[config.mk]
export PLATFORM = sky130hd
export DESIGN_NAME = murmur3_byte_stream_hash_core_flat
export DESIGN_NICKNAME = d
export VERILOG_FILES = /design/src/rtl/core/mm3_pkg.sv /design/src/rtl/core/mm3_stream_if.sv /design/src/rtl/core/murmur3_byte_stream_hash_core.sv /design/src/flat_wrapper.sv
export SDC_FILE = /design/constraint.sdc
export NUM_CORES = 2
export LEC_CHECK = 0
export BUFFER_PORTS_ARGS = -buffer_cell sky130_fd_sc_hd__clkbuf_2
export CAP_MARGIN = 40
export CORE_UTILIZATION = 61
export CTS_BUF_LIST = sky130_fd_sc_hd__clkbuf_8
export DETAILED_ROUTE_END_ITERATION = 6
export PLACE_DENSITY = 0.81
export SYNTH_ARGS = -nofsm -noshare
export SYNTH_HDL_FRONTEND = slang
export SYNTH_SLANG_ARGS = --single-unit
export TNS_END_PERCENT = 20
[constraint.sdc]
create_clock -name clk -period 8.48 [get_ports clk]
set_input_delay 2.12 -clock clk [delete_from_list [all_inputs] [get_ports clk]]
set_output_delay 2.12 -clock clk [all_outputs]
set_load 0.02 [all_outputs]
[src/rtl/core/mm3_pkg.sv]
// constants and helpers for the murmur3 byte stream hash core
package mm3_pkg;

	localparam int unsigned WordW = 32;
	localparam int unsigned ByteW = 8;
	localparam int unsigned PartW = 24;
	localparam int unsigned PosW  = 2;

	localparam logic [WordW-1:0] C1 = 32'hcc9e2d51;
	localparam logic [WordW-1:0] C2 = 32'h1b873593;
	localparam logic [WordW-1:0] CN = 32'he6546b64;
	localparam logic [WordW-1:0] F1 = 32'h85ebca6b;
	localparam logic [WordW-1:0] F2 = 32'hc2b2ae35;

	localparam logic [PosW-1:0] PosFull = 2'd3;

	function automatic logic [WordW-1:0] rotl32(input logic [WordW-1:0] x, input int unsigned r);
		rotl32 = (x << r) | (x >> (WordW - r));
	endfunction

endpackage

[src/rtl/core/mm3_stream_if.sv]
// valid/ready channel interfaces for message bytes and digests
interface mm3_byte_if;
	logic                            valid;
	logic                            ready;
	logic [mm3_pkg::ByteW-1:0]       data_byte;
	logic                            last_byte;

	modport source (output valid, output data_byte, output last_byte, input ready);
	modport sink (input valid, input data_byte, input last_byte, output ready);
endinterface

interface mm3_hash_if;
	logic                            valid;
	logic                            ready;
	logic [mm3_pkg::WordW-1:0]       hash_value;

	modport source (output valid, output hash_value, input ready);
	modport sink (input valid, input hash_value, output ready);
endinterface

[src/rtl/core/murmur3_byte_stream_hash_core.sv]
// murmur3 x86 32-bit hash over a byte stream, seed zero, one shared multiplier
// Bytes arrive one per transaction on msg, with last_byte set on the final one, and the
// finished hash leaves on digest through an output register. A byte that does not
// complete a four-byte block is taken into the partial word. A byte that completes a
// block runs the steps take, c1 multiply, rotate and c2 multiply, hash mix, and msg.ready
// stays low until they are done. The final byte adds the tail scramble when the tail
// is not empty and then two finalizer multiplies and the load of the output register,
// which is held while an earlier digest is still waiting. The multiply steps share the
// single 32 by 32 multiplier; the hash mix uses shift and add instead.
module murmur3_byte_stream_hash_core (
	input  logic            clk,
	input  logic            arst_n,
	mm3_byte_if.sink        msg,
	mm3_hash_if.source      digest
);

	typedef enum logic [2:0] {
		ST_IDLE,
		ST_K1,
		ST_K2,
		ST_MIX,
		ST_FIN1,
		ST_FIN2,
		ST_EMIT
	} state_t;

	state_t                          state_q;
	logic [mm3_pkg::WordW-1:0]       hash_q;
	logic [mm3_pkg::PartW-1:0]       partial_q;
	logic [mm3_pkg::PosW-1:0]        pos_q;
	logic [mm3_pkg::WordW-1:0]       len_q;
	logic [mm3_pkg::WordW-1:0]       work_q;
	logic                            block_q;
	logic                            last_q;
	logic                            out_valid_q;
	logic [mm3_pkg::WordW-1:0]       out_hash_q;

	logic [mm3_pkg::WordW-1:0]       word_in;
	logic [mm3_pkg::WordW-1:0]       mul_a;
	logic [mm3_pkg::WordW-1:0]       mul_b;
	logic [mm3_pkg::WordW-1:0]       mul_p;
	logic [mm3_pkg::WordW-1:0]       mix_rot;
	logic [mm3_pkg::WordW-1:0]       fin_pre;
	logic                            take;
	logic                            out_free;

	assign msg.ready         = (state_q == ST_IDLE);
	assign take              = msg.valid && msg.ready;
	assign out_free          = !out_valid_q || digest.ready;
	assign digest.valid      = out_valid_q;
	assign digest.hash_value = out_hash_q;

	// new byte lands little-endian at the current position
	assign word_in = {{(mm3_pkg::WordW - mm3_pkg::PartW){1'b0}}, partial_q}
		| ({{(mm3_pkg::WordW - mm3_pkg::ByteW){1'b0}}, msg.data_byte} << {pos_q, 3'b000});

	assign mix_rot = mm3_pkg::rotl32(hash_q ^ work_q, 13);
	assign fin_pre = (hash_q ^ len_q) ^ ((hash_q ^ len_q) >> 16);

	// shared multiplier, low word only
	always_comb begin
		unique case (state_q)
			ST_K1: begin
				mul_a = work_q;
				mul_b = mm3_pkg::C1;
			end
			ST_K2: begin
				mul_a = mm3_pkg::rotl32(work_q, 15);
				mul_b = mm3_pkg::C2;
			end
			ST_FIN1: begin
				mul_a = fin_pre;
				mul_b = mm3_pkg::F1;
			end
			ST_FIN2: begin
				mul_a = hash_q ^ (hash_q >> 13);
				mul_b = mm3_pkg::F2;
			end
			default: begin
				mul_a = '0;
				mul_b = '0;
			end
		endcase
	end

	assign mul_p = mul_a * mul_b;

	always_ff @(posedge clk or negedge arst_n) begin
		if (!arst_n) begin
			state_q     <= ST_IDLE;
			hash_q      <= '0;
			partial_q   <= '0;
			pos_q       <= '0;
			len_q       <= '0;
			work_q      <= '0;
			block_q     <= 1'b0;
			last_q      <= 1'b0;
			out_valid_q <= 1'b0;
			out_hash_q  <= '0;
		end else begin
			// the emit state reloads the output register itself
			if (out_valid_q && digest.ready && state_q != ST_EMIT) begin
				out_valid_q <= 1'b0;
			end
			unique case (state_q)
				ST_IDLE: begin
					if (take) begin
						len_q   <= len_q + 1'b1;
						work_q  <= word_in;
						last_q  <= msg.last_byte;
						block_q <= (pos_q == mm3_pkg::PosFull);
						if (pos_q == mm3_pkg::PosFull || msg.last_byte) begin
							state_q <= ST_K1;
						end else begin
							partial_q <= word_in[mm3_pkg::PartW-1:0];
							pos_q     <= pos_q + 1'b1;
						end
					end
				end
				ST_K1: begin
					work_q  <= mul_p;
					state_q <= ST_K2;
				end
				ST_K2: begin
					work_q  <= mul_p;
					state_q <= ST_MIX;
				end
				ST_MIX: begin
					if (block_q) begin
						// h = rotl(h ^ k, 13) * 5 + n, times five as shift and add
						hash_q    <= (mix_rot << 2) + mix_rot + mm3_pkg::CN;
						partial_q <= '0;
						pos_q     <= '0;
						state_q   <= last_q ? ST_FIN1 : ST_IDLE;
					end else begin
						hash_q  <= hash_q ^ work_q;
						state_q <= ST_FIN1;
					end
				end
				ST_FIN1: begin
					hash_q  <= mul_p;
					state_q <= ST_FIN2;
				end
				ST_FIN2: begin
					hash_q  <= mul_p;
					state_q <= ST_EMIT;
				end
				ST_EMIT: begin
					if (out_free) begin
						out_valid_q <= 1'b1;
						out_hash_q  <= hash_q ^ (hash_q >> 16);
						hash_q      <= '0;
						partial_q   <= '0;
						pos_q       <= '0;
						len_q       <= '0;
						state_q     <= ST_IDLE;
					end
				end
				default: begin
					state_q <= ST_IDLE;
				end
			endcase
		end
	end

endmodule

[src/flat_wrapper.sv]
// flat-port wrapper written by rule: the top's interface ports become plain ports
module murmur3_byte_stream_hash_core_flat 
  (clk, arst_n, msg_valid, msg_data_byte, msg_last_byte, msg_ready, digest_valid, digest_hash_value, digest_ready);
  mm3_byte_if msg_i ();
  mm3_hash_if digest_i ();
  input  logic clk;
  input  logic arst_n;
  input wire logic [$bits(msg_i.valid)-1:0] msg_valid;
  input wire logic [$bits(msg_i.data_byte)-1:0] msg_data_byte;
  input wire logic [$bits(msg_i.last_byte)-1:0] msg_last_byte;
  output wire logic [$bits(msg_i.ready)-1:0] msg_ready;
  output wire logic [$bits(digest_i.valid)-1:0] digest_valid;
  output wire logic [$bits(digest_i.hash_value)-1:0] digest_hash_value;
  input wire logic [$bits(digest_i.ready)-1:0] digest_ready;
  assign msg_i.valid = msg_valid;
  assign msg_i.data_byte = msg_data_byte;
  assign msg_i.last_byte = msg_last_byte;
  assign msg_ready = msg_i.ready;
  assign digest_valid = digest_i.valid;
  assign digest_hash_value = digest_i.hash_value;
  assign digest_i.ready = digest_ready;
  murmur3_byte_stream_hash_core u_core (.clk(clk), .arst_n(arst_n), .msg(msg_i), .digest(digest_i));
endmodule
==> run metrics <==
crit path max fanout 12; clock slew at reported path FFs 0.10 ns; Met2 Routed Length 43310 um; GRT Util Overall 0.4939; clk buf depth 2; Initial Utilization 0.6199; DR DRC count 0; CORE AREA around 0.041 sq mm; cell area after synthesis approximately 0.025 sq mm; outcome finished, final reports clean; Final Max Tran Viols 0; CP Launch Type flip-flop; post-route antenna net violation count 0; syn_nets 3455; clock skew ~0.020 ns; most used cell, CP fa_1; share of flip-flops with an asynchronous set or reset 1.000; CP arrival 8.79 ns; top cells by area, synth fa_1, dfrtp_1, inv_1; Crit. End Element flip-flop; Die Ht 206.2 um; DRT Wirelength 102000 um; DP Worst Slack -0.2531 ns; Hold Path Class flip-flop to flip-flop; clk_lat worst skew 0.51 ns; area growth from synthesis to layout 17.08%; H-tree depth 4; syn_area_per_cell 8.910 sq um; Vias/cell 6.014; NumNets Final 3780; Final GP Congestion 1.096; met3 WL post-DR 13000 um; Cell variety after synth 80; Worst slew margin 0.3931; total grt overflow 0; CTS tree yes; top sig layer met5; share of layout cells above drive strength 1 0.1971; Iteration-0 DRC Markers 2680; PnR worst setup slack 0.09412 ns; Final Hold Fails 0; die area approximately 0.043 sq mm; TritonRoute pass-1 iters 6; delay of the slowest critical-path stage ~0.62 ns; Fmax ~120 MHz; Worst Max-Slew Pin Slew between 0.9 and 1 ns; critical setup path kind flip-flop to flip-flop; initial antenna violation count 3; post-layout util 0.7259; fillers 3108; CP required 8.88 ns; PortBufs 46; Synthesis Warnings 0; hold_ws 0.5143 ns; Synth top area share 0.3204; Root Buffer Master clkbuf_8; Syn Inst Count 2854; Metal-1 WL between 30000 and 40000 um; CTS Buf Count 17; #FFs+latches synth 160; first-pass GRT wire length 146900 um; Max stage delay cell, worst path fa_1; crit share post-route 0.9889; register area share after synthesis 0.1575; die width 206.2 um; RSZ-0062 raised after global routing yes; vias about 22k; average routed wire per standard cell 27.38 um; Post-synth EDFFs 0; number of global-route vias before repair 23.02k; CTS sink cnt 160; ys flop type dfrtp_1; detailed placer's ending HPWL 86180 um; Tmin final 8.386 ns; post-synth top area cell fa_1; Rows between 70 and 80; I/O pin total 47; pin count of the biggest net entering global routing 90; ant diodes 0; Setup-failing EPs final 0; number of max-cap violations 0
==> state kept, by name, summed over array words and instances, names as in the netlist <==
name                      cells
u_core.hash_q                32
u_core.len_q                 32
u_core.digest.valid           1
u_core.last_q                 1
u_core.work_q                32
u_core.state_q                3
u_core.partial_q             24
u_core.digest.hash_value     32
u_core.pos_q                  2
u_core.block_q                1
==> per-layer routing <==
metal / vias up / GRT usage
met2: 1646 / 0.7332
met3: 486 / 0.1605
li1: 9431 / -
met5: - / 0
met1: 10830 / 0.6044
met4: 6 / 0.3579
==> synth_stat cells (all sizes together), types with 8 or more instances <==
cell type	number
xor2	97
o21a	13
fa	407
a31oi	11
or3	10
nand3	28
buf	35
nor2	241
and3	14
o21ai	90
o211ai	11
a221oi	15
clkbuf	76
nor3	15
a21oi	159
inv	658
dfrtp	160
xnor2	140
a211oi	10
and2	27
nand2b	14
mux2	37
nand3b	8
a21o	29
a22oi	17
nand2	233
mux2i	8
ha	181
nor2b	16
o21bai	8
==> final cells by class <==
type | instances | area (sq um) | share of cell area
multi-input combinational | 1925 | 19010 | 0.6385
sequential | 160 | 4009 | 0.1346
timing repair buffer | 417 | 3229 | 0.1085
inverter | 658 | 2470 | 0.08296
tap | 532 | 665.6 | 0.02236
clock buffer | 19 | 261.5 | 0.008783
clock inverter | 13 | 126.4 | 0.004245
==> cells by family (layout without fill, tap and decap cells) <==
family | count (synthesis) | in the layout | share of synthesized area
AND/OR/NAND/NOR | 637 | 637 | 0.1122
adder cells (fa/ha/maj) | 588 | 588 | 0.4095
buffers and inverters | 769 | 1107 | 0.1153
multiplexers | 45 | 45 | 0.01953
flip-flops | 160 | 160 | 0.1575
XOR/XNOR | 241 | 241 | 0.08517
AO/OA/AOI/OAI | 414 | 414 | 0.1008
==> final timing paths <==
| kind | start | endpoint | slack, ns | depth (start not counted) |
|---|---|---|---|---|
| min reg2reg | u_core.digest.hash_value[23]$_DFFE_PN0P_ | u_core.digest.hash_value[23]$_DFFE_PN0P_ | 0.51 | 1 |
| max | u_core.state_q[2]$_DFFE_PN0P_ | u_core.work_q[29]$_DFFE_PN0P_ | 0.09 | 28 |
| max reg2reg | u_core.state_q[2]$_DFFE_PN0P_ | u_core.work_q[29]$_DFFE_PN0P_ | 0.09 | 28 |
| max in group asynchronous | arst_n | u_core.state_q[2]$_DFFE_PN0P_ | 5.54 | 3 |
| min | u_core.digest.hash_value[23]$_DFFE_PN0P_ | u_core.digest.hash_value[23]$_DFFE_PN0P_ | 0.51 | 1 |
| min in group asynchronous | arst_n | u_core.len_q[11]$_DFFE_PN0P_ | 1.69 | 1 |
==> repair_timing <==
action / in CTS / in global routing
buffers inserted: 1 / 23
pin swaps: 1 / 27
hold buffers: 0 / 0
setup endpoints to repair: 8 / 21
resized for setup: 13 / 129
==> worst max-delay path: cells and delay by family (launching register included) <==
family / cells / cell delay [ns]
flip-flops: 1 / 0.45
buffers and inverters: 9 / 1.06
multiplexers: 1 / 0.28
XOR/XNOR: 1 / 0.20
AO/OA/AOI/OAI: 4 / 0.76
adder cells (fa/ha/maj): 9 / 4.41
AND/OR/NAND/NOR: 4 / 1.12
==> per-stage QoR <==
stage	area (sq um)	cells	setup TNS (ns)
after detailed placement	28660	3668	-0.5558
after global placement	28630	3667	-0.1818
after floorplan	25430	2854	0
after global routing	29770	3724	-0.3050
after CTS	29110	3701	-0.06018
final	29770	3724	0
==> cell usage in the layout (no fill, tap or decap), types with 14 or more instances in the layout <==
cell type / instances
a21o_1: 29
clkbuf_2: 45
a22oi_1: 15
xnor2_1: 125
and3_1: 14
mux2_2: 37
dfrtp_1: 156
nand3_1: 27
ha_1: 178
nor2_1: 212
clkbuf_8: 19
buf_4: 349
nor2_2: 22
a221oi_1: 15
fa_1: 400
a21oi_1: 146
inv_1: 650
nand2_1: 224
and2_1: 25
o21ai_0: 80
xor2_1: 91
Power is left out: the tool's default activity adds up to more than one toggle a clock period on the data nets, which glitch-free logic cannot reach.
